[src/sv/lobm_pkg.sv]
// Package: types, constants and codes shared by the order book matcher.
package lobm_pkg;

  localparam int unsigned BookDepth = 16;
  localparam int unsigned SlotW     = $clog2(BookDepth);
  localparam int unsigned CntW      = $clog2(BookDepth + 1);
  localparam int unsigned MaxFills  = 16;
  localparam int unsigned FillW     = $clog2(MaxFills + 1);

  // Order side and kind, result kind.
  localparam logic SideBuy    = 1'b0;
  localparam logic SideSell   = 1'b1;
  localparam logic KindLimit  = 1'b0;
  localparam logic KindMarket = 1'b1;
  localparam logic KindFill   = 1'b0;
  localparam logic KindStatus = 1'b1;

  typedef enum logic [2:0] {
    StPending   = 3'd0,
    StPartial   = 3'd1,
    StFilled    = 3'd2,
    StCancelled = 3'd3,
    StRejected  = 3'd4
  } status_e;

  typedef enum logic [2:0] {
    S_IDLE,
    S_SCAN,
    S_FILL,
    S_FREE,
    S_STATUS,
    S_OUT
  } state_e;

  typedef struct packed {
    logic        side;
    logic        order_kind;
    logic [31:0] limit_price;
    logic [31:0] quantity;
    logic [15:0] order_tag;
  } in_word_t;

  typedef struct packed {
    logic        result_kind;
    logic [15:0] taker_tag;
    logic [15:0] maker_tag;
    logic [31:0] exec_price;
    logic [31:0] fill_qty;
    logic [31:0] maker_left;
    logic [2:0]  final_status;
    logic        last_result;
  } out_word_t;

endpackage

[src/sv/limit_order_book_matcher.sv]
// Top level: price-time priority matcher over a bounded book of resting orders.
//
//  channel | dir | handshake                | payload
//  --------+-----+--------------------------+----------------------------------
//  in      | in  | in_valid_i / in_ready_o   | in_word_i  (lobm_pkg::in_word_t)
//  out     | out | out_valid_o / out_ready_i | out_word_o (lobm_pkg::out_word_t)
//
// Each fill is a full scan of the book, one slot a cycle through a single shared
// compare unit, then the fill state and the output state.
// Each further fill repeats the scan, and a limit remainder is followed by a
// search for a free slot, in which it rests if one is found.
// Reset clears all slot valid bits and the arrival counter; slot payload
// stays undefined until written. Stalls on the output hold the word in the
// output register; no new order is taken until the status word has left.
module limit_order_book_matcher (
  input  logic                 clk_i,
  input  logic                 rst_ni,
  input  logic                 in_valid_i,
  output logic                 in_ready_o,
  input  lobm_pkg::in_word_t   in_word_i,
  output logic                 out_valid_o,
  input  logic                 out_ready_i,
  output lobm_pkg::out_word_t  out_word_o
);

  localparam int unsigned SW = lobm_pkg::SlotW;

  // Book storage: valid bits reset, payload does not.
  logic [lobm_pkg::BookDepth-1:0] valid_q, valid_d;
  logic        slot_side_q    [lobm_pkg::BookDepth];
  logic [31:0] slot_price_q   [lobm_pkg::BookDepth];
  logic [31:0] slot_left_q    [lobm_pkg::BookDepth];
  logic [15:0] slot_tag_q     [lobm_pkg::BookDepth];
  logic [31:0] slot_arrival_q [lobm_pkg::BookDepth];

  logic [31:0] arrival_q, arrival_d;

  lobm_pkg::state_e state_q, state_d;
  lobm_pkg::in_word_t ord_q, ord_d;
  logic [31:0] remaining_q, remaining_d;
  logic [31:0] filled_q, filled_d;
  logic [lobm_pkg::FillW-1:0] nfill_q, nfill_d;
  logic [lobm_pkg::CntW-1:0]  idx_q, idx_d;
  logic        best_ok_q, best_ok_d;
  logic [SW-1:0] best_q, best_d;
  logic [31:0] best_price_q, best_price_d;
  logic [31:0] best_age_q, best_age_d;
  lobm_pkg::out_word_t out_q, out_d;
  logic        out_valid_q, out_valid_d;
  lobm_pkg::status_e status_q, status_d;

  // Shared compare unit: looks at slot idx_q each scan cycle.
  logic [SW-1:0] cur;
  logic [31:0]   cur_price, cur_age, fill_amt, left_after;
  logic          cand, better;

  assign cur       = idx_q[SW-1:0];
  assign cur_price = slot_price_q[cur];
  assign cur_age   = arrival_q - slot_arrival_q[cur];

  always_comb begin
    cand = valid_q[cur] && (slot_side_q[cur] != ord_q.side);
    if (!ord_q.order_kind) begin
      if (!ord_q.side && cur_price > ord_q.limit_price) cand = 1'b0;
      if (ord_q.side && cur_price < ord_q.limit_price) cand = 1'b0;
    end
    if (!best_ok_q) begin
      better = 1'b1;
    end else if (cur_price == best_price_q) begin
      better = cur_age > best_age_q;
    end else begin
      better = ord_q.side ? (cur_price > best_price_q) : (cur_price < best_price_q);
    end
  end

  assign fill_amt   = (remaining_q < slot_left_q[best_q]) ? remaining_q
                                                          : slot_left_q[best_q];
  assign left_after = slot_left_q[best_q] - fill_amt;

  // Next state.
  always_comb begin
    state_d = state_q;
    unique case (state_q)
      lobm_pkg::S_IDLE: begin
        if (in_valid_i && !out_valid_q) begin
          state_d = (in_word_i.quantity == '0) ? lobm_pkg::S_STATUS : lobm_pkg::S_SCAN;
        end
      end
      lobm_pkg::S_SCAN: begin
        if (idx_q == lobm_pkg::CntW'(lobm_pkg::BookDepth - 1)) begin
          if (best_ok_q || (cand && better)) begin
            state_d = lobm_pkg::S_FILL;
          end else if (ord_q.order_kind) begin
            state_d = lobm_pkg::S_STATUS;
          end else begin
            state_d = lobm_pkg::S_FREE;
          end
        end
      end
      lobm_pkg::S_FILL: begin
        if (!out_valid_q) begin
          state_d = lobm_pkg::S_OUT;
        end
      end
      lobm_pkg::S_OUT: begin
        if (!out_valid_q || out_ready_i) begin
          if (remaining_q == '0 ||
              nfill_q == lobm_pkg::FillW'(lobm_pkg::MaxFills)) begin
            state_d = (remaining_q == '0 || ord_q.order_kind) ? lobm_pkg::S_STATUS
                                                              : lobm_pkg::S_FREE;
          end else begin
            state_d = lobm_pkg::S_SCAN;
          end
        end
      end
      lobm_pkg::S_FREE: begin
        if (!valid_q[cur] || idx_q == lobm_pkg::CntW'(lobm_pkg::BookDepth - 1)) begin
          state_d = lobm_pkg::S_STATUS;
        end
      end
      lobm_pkg::S_STATUS: begin
        if (!out_valid_q) begin
          state_d = lobm_pkg::S_IDLE;
        end
      end
      default: state_d = lobm_pkg::S_IDLE;
    endcase
  end

  // Datapath and outputs.
  always_comb begin
    ord_d        = ord_q;
    remaining_d  = remaining_q;
    filled_d     = filled_q;
    nfill_d      = nfill_q;
    idx_d        = idx_q;
    best_ok_d    = best_ok_q;
    best_d       = best_q;
    best_price_d = best_price_q;
    best_age_d   = best_age_q;
    valid_d      = valid_q;
    arrival_d    = arrival_q;
    status_d     = status_q;
    out_d        = out_q;
    out_valid_d  = out_valid_q && !out_ready_i;
    in_ready_o   = 1'b0;
    unique case (state_q)
      lobm_pkg::S_IDLE: begin
        in_ready_o  = !out_valid_q;
        ord_d       = in_word_i;
        remaining_d = in_word_i.quantity;
        filled_d    = '0;
        nfill_d     = '0;
        idx_d       = '0;
        best_ok_d   = 1'b0;
        status_d    = lobm_pkg::StCancelled;
      end
      lobm_pkg::S_SCAN: begin
        if (cand && better) begin
          best_ok_d    = 1'b1;
          best_d       = cur;
          best_price_d = cur_price;
          best_age_d   = cur_age;
        end
        idx_d = idx_q + 1'b1;
        if (idx_q == lobm_pkg::CntW'(lobm_pkg::BookDepth - 1)) begin
          idx_d = '0;
          if (!(best_ok_q || (cand && better))) begin
            status_d = ord_q.order_kind ? lobm_pkg::StCancelled : lobm_pkg::StRejected;
          end
        end
      end
      lobm_pkg::S_FILL: begin
        // Wait for the output register, then emit the fill and update the maker.
        if (!out_valid_q) begin
          out_valid_d        = 1'b1;
          out_d.result_kind  = lobm_pkg::KindFill;
          out_d.taker_tag    = ord_q.order_tag;
          out_d.maker_tag    = slot_tag_q[best_q];
          out_d.exec_price   = slot_price_q[best_q];
          out_d.fill_qty     = fill_amt;
          out_d.maker_left   = left_after;
          out_d.final_status = lobm_pkg::StPending;
          out_d.last_result  = 1'b0;
          remaining_d        = remaining_q - fill_amt;
          filled_d           = filled_q + fill_amt;
          nfill_d            = nfill_q + 1'b1;
          if (left_after == '0) valid_d[best_q] = 1'b0;
        end
      end
      lobm_pkg::S_OUT: begin
        best_ok_d = 1'b0;
        idx_d     = '0;
        if (remaining_q == '0) begin
          status_d = lobm_pkg::StFilled;
        end else begin
          status_d = ord_q.order_kind ? lobm_pkg::StCancelled : lobm_pkg::StRejected;
        end
      end
      lobm_pkg::S_FREE: begin
        idx_d = idx_q + 1'b1;
        if (!valid_q[cur]) begin
          valid_d[cur] = 1'b1;
          arrival_d    = arrival_q + 1'b1;
          status_d     = (filled_q != '0) ? lobm_pkg::StPartial : lobm_pkg::StPending;
        end
      end
      lobm_pkg::S_STATUS: begin
        if (!out_valid_q) begin
          out_valid_d        = 1'b1;
          out_d.result_kind  = lobm_pkg::KindStatus;
          out_d.taker_tag    = ord_q.order_tag;
          out_d.maker_tag    = '0;
          out_d.exec_price   = '0;
          out_d.fill_qty     = filled_q;
          out_d.maker_left   = '0;
          out_d.final_status = status_q;
          out_d.last_result  = 1'b1;
        end
      end
      default: ;
    endcase
  end

  // Slot payload writes: fill updates the maker, rest writes a free slot.
  always_ff @(posedge clk_i) begin
    if (state_q == lobm_pkg::S_FILL && !out_valid_q) begin
      slot_left_q[best_q] <= left_after;
    end
    if (state_q == lobm_pkg::S_FREE && !valid_q[cur]) begin
      slot_side_q[cur]    <= ord_q.side;
      slot_price_q[cur]   <= ord_q.limit_price;
      slot_left_q[cur]    <= remaining_q;
      slot_tag_q[cur]     <= ord_q.order_tag;
      slot_arrival_q[cur] <= arrival_q;
    end
  end

  always_ff @(posedge clk_i or negedge rst_ni) begin
    if (!rst_ni) begin
      state_q     <= lobm_pkg::S_IDLE;
      valid_q     <= '0;
      arrival_q   <= '0;
      out_valid_q <= 1'b0;
      idx_q       <= '0;
      best_ok_q   <= 1'b0;
      nfill_q     <= '0;
    end else begin
      state_q     <= state_d;
      valid_q     <= valid_d;
      arrival_q   <= arrival_d;
      out_valid_q <= out_valid_d;
      idx_q       <= idx_d;
      best_ok_q   <= best_ok_d;
      nfill_q     <= nfill_d;
    end
  end

  always_ff @(posedge clk_i) begin
    ord_q        <= ord_d;
    remaining_q  <= remaining_d;
    filled_q     <= filled_d;
    best_q       <= best_d;
    best_price_q <= best_price_d;
    best_age_q   <= best_age_d;
    out_q        <= out_d;
    status_q     <= status_d;
  end

  assign out_valid_o = out_valid_q;
  assign out_word_o  = out_q;

endmodule
[config.mk]
export PLATFORM = sky130hd
export DESIGN_NAME = limit_order_book_matcher
export DESIGN_NICKNAME = d
export VERILOG_FILES = /design/src/sv/lobm_pkg.sv /design/src/sv/limit_order_book_matcher.sv
export SDC_FILE = /design/constraint.sdc
export NUM_CORES = 2
export LEC_CHECK = 0
export BUFFER_PORTS_ARGS = -buffer_cell sky130_fd_sc_hd__buf_4
export CORE_MARGIN = 2
export CORE_UTILIZATION = 40
export CTS_BUF_LIST = sky130_fd_sc_hd__clkbuf_2
export DETAILED_ROUTE_END_ITERATION = 7
export PLACE_DENSITY_LB_ADDON = 0.15
export SYNTH_ARGS = -nofsm -noshare
export SYNTH_HDL_FRONTEND = slang
export SYNTH_SLANG_ARGS = --single-unit
[constraint.sdc]
create_clock -name clk_i -period 12.6 [get_ports clk_i]
set_input_delay 2.52 -clock clk_i [delete_from_list [all_inputs] [get_ports clk_i]]
set_output_delay 2.52 -clock clk_i [all_outputs]
set_load 0.005 [all_outputs]
Yosys cells after proc, flatten, opt, wreduce, memory -nomap -nowiden. Memories as Yosys holds them, arrays and structs flattened. A register that Yosys moved wholly into a read port is not among the register bits. Cells that the tools add are included.

Register bits: 381. Bits in latches: 0. Bits in writable memories: 1808. Memory bits (read-only): 0. Logic and storage cells: 173. Memories: 5.

Memory list: slot_arrival_q (depth 16, bits a word 32, rd ports 1, clocked after memory_dff 0, write ports 1, line limit_order_book_matcher.sv:34) `logic [31:0] slot_arrival_q [lobm_pkg::BookDepth];`; slot_left_q (depth 16, bits a word 32, rd ports 1, clocked after memory_dff 1, write ports 1, line limit_order_book_matcher.sv:32) `logic [31:0] slot_left_q [lobm_pkg::BookDepth];`; slot_price_q (depth 16, bits a word 32, rd ports 2, clocked after memory_dff 1, write ports 1, line limit_order_book_matcher.sv:31) `logic [31:0] slot_price_q [lobm_pkg::BookDepth];`; slot_tag_q (depth 16, bits a word 16, rd ports 1, clocked after memory_dff 1, write ports 1, line limit_order_book_matcher.sv:33) `logic [15:0] slot_tag_q [lobm_pkg::BookDepth];`; slot_side_q (depth 16, bits a word 1, rd ports 1, clocked after memory_dff 0, write ports 1, line limit_order_book_matcher.sv:30) `logic slot_side_q [lobm_pkg::BookDepth];`.

$add $sub $neg: 7. Multipliers: 0. Divide/modulo/power cells: 0. $lt $le $gt $ge: 10. Eq/ne operators: 19. Shift-type cells: 0. Multiplexer cells: 62. Bitwise logic cells: 4. Reductions and logical operators: 41.

Operators with widths (count): two-way mux 133 bit (2); case mux 133 bit (2 select lines) (1); two-way mux 32 bit (4); case mux 32 bit (2 select lines) (2); greater-than comparator 32 bit (3); logical NOT 32 bit (3); less-than comparator 32 bit (3); subtractor 32 bit (3); two-way mux 16 bit (3); two-way mux 3 bit (16); adder 32 x 1 -> 32 bit (second input constant) (1); adder 32 bit (1); == test 32 bit (1); case mux 16 bit (2 select lines) (1); nonzero test 32 bit (1); OR reduction 32 bit (1); inequality test 2 bit (second input constant) (10); two-way mux 1 bit (19); case mux 3 bit (6 select lines) (1); AND 16 bit (1); two-way mux 4 bit (4); inverter 16 bit (1); bitwise OR 16 bit (1); case mux 5 bit (3 select lines) (1); other kinds (28) (59).

Depth between registers and ports, before layout.
Depth in word-level cells: 11. Gate-level depth with buffers: 45. Gate-level depth less buffers: 40.

Worst setup path after synthesis. OpenSTA, ideal clock, no wires.

Path kind: reg-to-reg. From: register with a tool-made name. To: memory slot_left_q[0][31], data pin. Library setup time: 0.277 ns. Arrival: 10.010 ns. Required time: 12.323 ns. Setup slack: 2.313 ns. Cell stages (with the launch flop): 45. Path buffers: 16. Period minus slack after synthesis: 10.287 ns. Cells stage by stage: dfxtp_1 > buf_6 > buf_8 > buf_8 > buf_6 > buf_2 > buf_2 > buf_1 > mux4_2 > mux4_2 > inv_1 > ha_1 > a211oi_1 > o21bai_1 > a221oi_1 > o211ai_1 > nor2_1 > buf_4 > (+9 left out) > inv_1 > nor2_2 > o31a_2 > a21o_1 > nand3_1 > a311oi_4 > o21ai_4 > a21oi_4 > o31ai_2 > a2111oi_4 > o31ai_2 > nand4_1 > nand4_1 > a21oi_1 > xor2_2 > buf_2 > nor2_1 > nor2_1.

RTL lines (line): end: declaration (limit_order_book_matcher.sv:32).

Worst setup path after layout.
From: register idx_q[0] in the netlist's numbering. To: register best_price_q[23], enable pin.

Elaborated cells on any way between the ends: 24. Those cells by class: 1 x add/sub; 5 x order compare; 2 x eq/ne; 8 x mux; 5 x reduce/logical; 3 x memory.

RTL lines: start: declaration (line limit_order_book_matcher.sv:43) `logic [lobm_pkg::CntW-1:0] idx_q, idx_d;`; start signal: assignment (line limit_order_book_matcher.sv:253) `idx_q <= idx_d;`; memory (16 x 32 bit); subtractor 32 bit (line limit_order_book_matcher.sv:59) `assign cur_age = arrival_q - slot_arrival_q[cur];`; net cur_age[30] (line limit_order_book_matcher.sv:54) `logic [31:0] cur_price, cur_age, fill_amt, left_after;`; greater-than comparator 32 bit (line limit_order_book_matcher.sv:70) `better = cur_age > best_age_q;`; two-way mux 1 bit (line limit_order_book_matcher.sv:69) `end else if (cur_price == best_price_q) begin`; two-way mux 1 bit (line limit_order_book_matcher.sv:67) `if (!best_ok_q) begin`; logical AND 1 bit (line limit_order_book_matcher.sv:159) `if (cand && better) begin`; AND reduction 2 bit (no source line); end signal: assignment (line limit_order_book_matcher.sv:264) `best_price_q <= best_price_d;`; end: declaration (line limit_order_book_matcher.sv:46) `logic [31:0] best_price_q, best_price_d;`.

The timed path passes the listed nets, and every way through them passes these cells. The select of a mux whose other input is x is not followed. A chain may end at the register's enable or synchronous reset.

==> flow_summary.ini <==
[run_status]
status = completed

[yosys]
yosysTopAreaCellShare = 0.656
synth-seq-cells = 2192
avgSynthCellArea_sq_um = 17.8
yosysWarnings = 0
syn-cell-area_sq_mm = 0.0972
syn-instance-count = 5475
synth_edf_count = 2125
ys_types = 117
yosys-top-cells-area = edfxtp_1, mux4_2, ha_1, dfrtp_1, nor2_1
synth_top_flop_cell = edfxtp_1
syn-num-nets = 5756
ys_async_sr_fraction = 0.0287
synth-seq-area-share = 0.673
yosysTopAreaCell = edfxtp_1

[worst_setup_path]
start_kind = flop
critPathMostFrequentCell = a21oi_1
cp_slowest_cell = dfrtp_4
path_max_fanout = 39
worst-setup-path-type = flop to flop
crit_family = compound AO/OA/AOI/OAI gates
crit_required_ns = 14.04
critPathCaptureType = flop
worst-path-buf-inv = 5
arrival_ns = 11.74
slowest_delay_ns = 0.75

[final_layout]
layout-drive-gt1-share = 0.325
multi_input_area_sq_mm = 0.0301
area_growth_syn_to_layout_pct = 11.1
nets = 6440
fillers = 21267
final_core_util = 0.448
seqCellArea_sq_mm = 0.0655

[clocking]
cts_tree = built
clock_latency_ns = 1.89
clockBufferDepth = 4
hold_buffers = 0
cts_resized = 0
htreeDepth = 6
cts_setup_buffers = 0
cts_made_buffers = 589
cts-root-buf = clkbuf_2
clk_pin_slew_ns = 0.08
clkSinkCount = 2192

[timing]
final.setup.tns_ns = 0
fin_crit_ns = 10.31
period_share = 0.818
rsz0062_at_grt = no
hold_viol = 0
tightestPinTransition_ns = 1.30
setup_viol = 0
relSlewSlack = 0.136
report.final.slew_viol_count = 0
max_freq_ghz = 0.0970
fin_skew_ns = 0.218

[drt]
num_vias = 54570
via_per_inst = 5.61
wl_microns = 263000
drc_errors = 0
first_pass_iters = 5
drt_iter0_drc = 4971
ant_nets = 0
wl_per_cell_microns = 27.1

[power_and_ir_drop]
p_leak_uw = 0.0364
ir_drop_mv = 0.250
pwr_density_cell_mw_per_mm2 = 235

[global_routing]
grt-ovfl-total = 0
antenna_found_initial = 10
grt_pass1_wl_microns = 385000
grt_pass1_vias = 57141
grt_max_degree = 131
grt_util_all_layers = 0.211

[flow_run]
max_cap_violations = 0

[die]
initial_core_util = 0.403
die_y_microns = 497
ios = 221
die-area_sq_mm = 0.247
row_count = 180
die_w_microns = 497
core_sq_mm = 0.241

[placed_design]
io_buffers = 220
hpwlAfterDp_microns = 152000
gp_congestion = 0.894

[min_path]
min_path_type = flop to flop
==> final timing paths <==
path                             startpoint                to  slack [ns]  cells after the start
worst max-delay path               idx_q[0]  best_price_q[23]        2.29                     34
worst min-delay path            valid_q[10]       valid_q[10]        0.53                      2
worst max register to register     idx_q[0]  best_price_q[23]        2.29                     34
worst min register to register  valid_q[10]       valid_q[10]        0.53                      2
max in group asynchronous            rst_ni          idx_q[1]       10.94                      1
min in group asynchronous            rst_ni        state_q[1]        0.81                      1
==> synth_stat cells (25+ instances only) <==
cell type / instances
nor3_1: 46
xnor2_1: 91
o21ai_0: 167
inv_1: 214
and3_1: 25
nand4_1: 58
maj3_1: 35
clkbuf_1: 168
nor2b_1: 38
ha_1: 194
and2_1: 90
a21oi_1: 187
mux4_2: 716
buf_1: 50
nand2b_1: 42
edfxtp_1: 2125
dfrtp_1: 63
a21o_1: 32
nand3_1: 53
nor2_1: 337
nand2_1: 254
xor2_1: 39
nor4_1: 43
a31oi_1: 27
==> sequential cells by signal, indices dropped and copies added (netlist names), 16 cells and up, named ones only <==
signal	flops
best_price_q	32
slot_arrival_q	512
slot_price_q	512
best_age_q	32
slot_side_q	16
slot_tag_q	256
out_word_o	132
ord_q	50
valid_q	16
filled_q	32
slot_left_q	512
remaining_q	32
arrival_q	32
==> where the power goes <==
| part | internal, uW | total, uW | switching (uW) |
|---|---|---|---|
| logic | 3580 | 9730 | 6160 |
| registers | 10100 | 10800 | 687 |
| clock network | 1930 | 4840 | 2920 |
==> layout by cell type, fill, tap and decap left out, types with 39 or more instances in the layout <==
cell / n
nand2_1: 252
dfrtp_1: 59
nand2b_1: 42
inv_1: 212
buf_4: 343
a21oi_1: 186
ha_1: 194
nor4_1: 43
edfxtp_1: 2125
mux4_2: 716
clkinv_1: 62
nor2_1: 318
o21ai_0: 164
xor2_1: 39
clkbuf_2: 868
xnor2_1: 91
nor3_1: 45
nand4_1: 58
nand3_1: 52
and2_1: 78
==> cell families (layout without fill, tap and decap cells) <==
group,after synthesis,after routing,synth area share
adders and majority gates,237,237,0.0296
AOI/OAI and AO/OA,635,635,0.0420
and+or+nand+nor,1056,1056,0.0529
DFF,2192,2192,0.673
buffers and inverters,479,1539,0.0199
muxes,743,743,0.170
other,0,15,0
xor gates and xnor gates,133,133,0.0122
==> worst min-delay path: stages (launching register included) <==
cell     delay, ns
dfrtp_1       0.35
nor2_1        0.06
a21oi_2       0.08
==> through the flow <==
step | power (uW) | hold WS (ns) | area [sq um] | std cells | setup WS [ns]
final | 25400 | 0.525 | 108000 | 9735 | 2.29
after detailed placement | 20800 | 0.507 | 103000 | 8753 | 2.19
after CTS | 25700 | 0.527 | 108000 | 9720 | 2.08
after global routing | 27000 | 0.546 | 108000 | 9734 | 1.35
after global placement | 20700 | 0.496 | 103000 | 8753 | 1.91
after floorplan | 17200 | 0.423 | 97200 | 5475 | 2.31
==> metal layers <==
metal / vias up / wire length (microns) / GRT usage
met2: 1727 / 131000 / 0.354
met1: 28592 / 112000 / 0.280
met4: 0 / 6410 / 0.0651
met3: 434 / 14500 / 0.0403
li1: 23817 / - / -
met5: - / 0 / 0
==> final cells by class <==
cell class / count / share of cell area
Antenna cell: 15 / 0.000348
Sequential cell: 2192 / 0.606
Clock buffer: 868 / 0.0402
Inverter: 223 / 0.00778
Clock inverter: 99 / 0.00512
Tap cell: 3185 / 0.0369
Multi-Input combinational cell: 2804 / 0.278
Timing Repair Buffer: 349 / 0.0250
No activity file was read; power rests on OpenSTA's default activity.
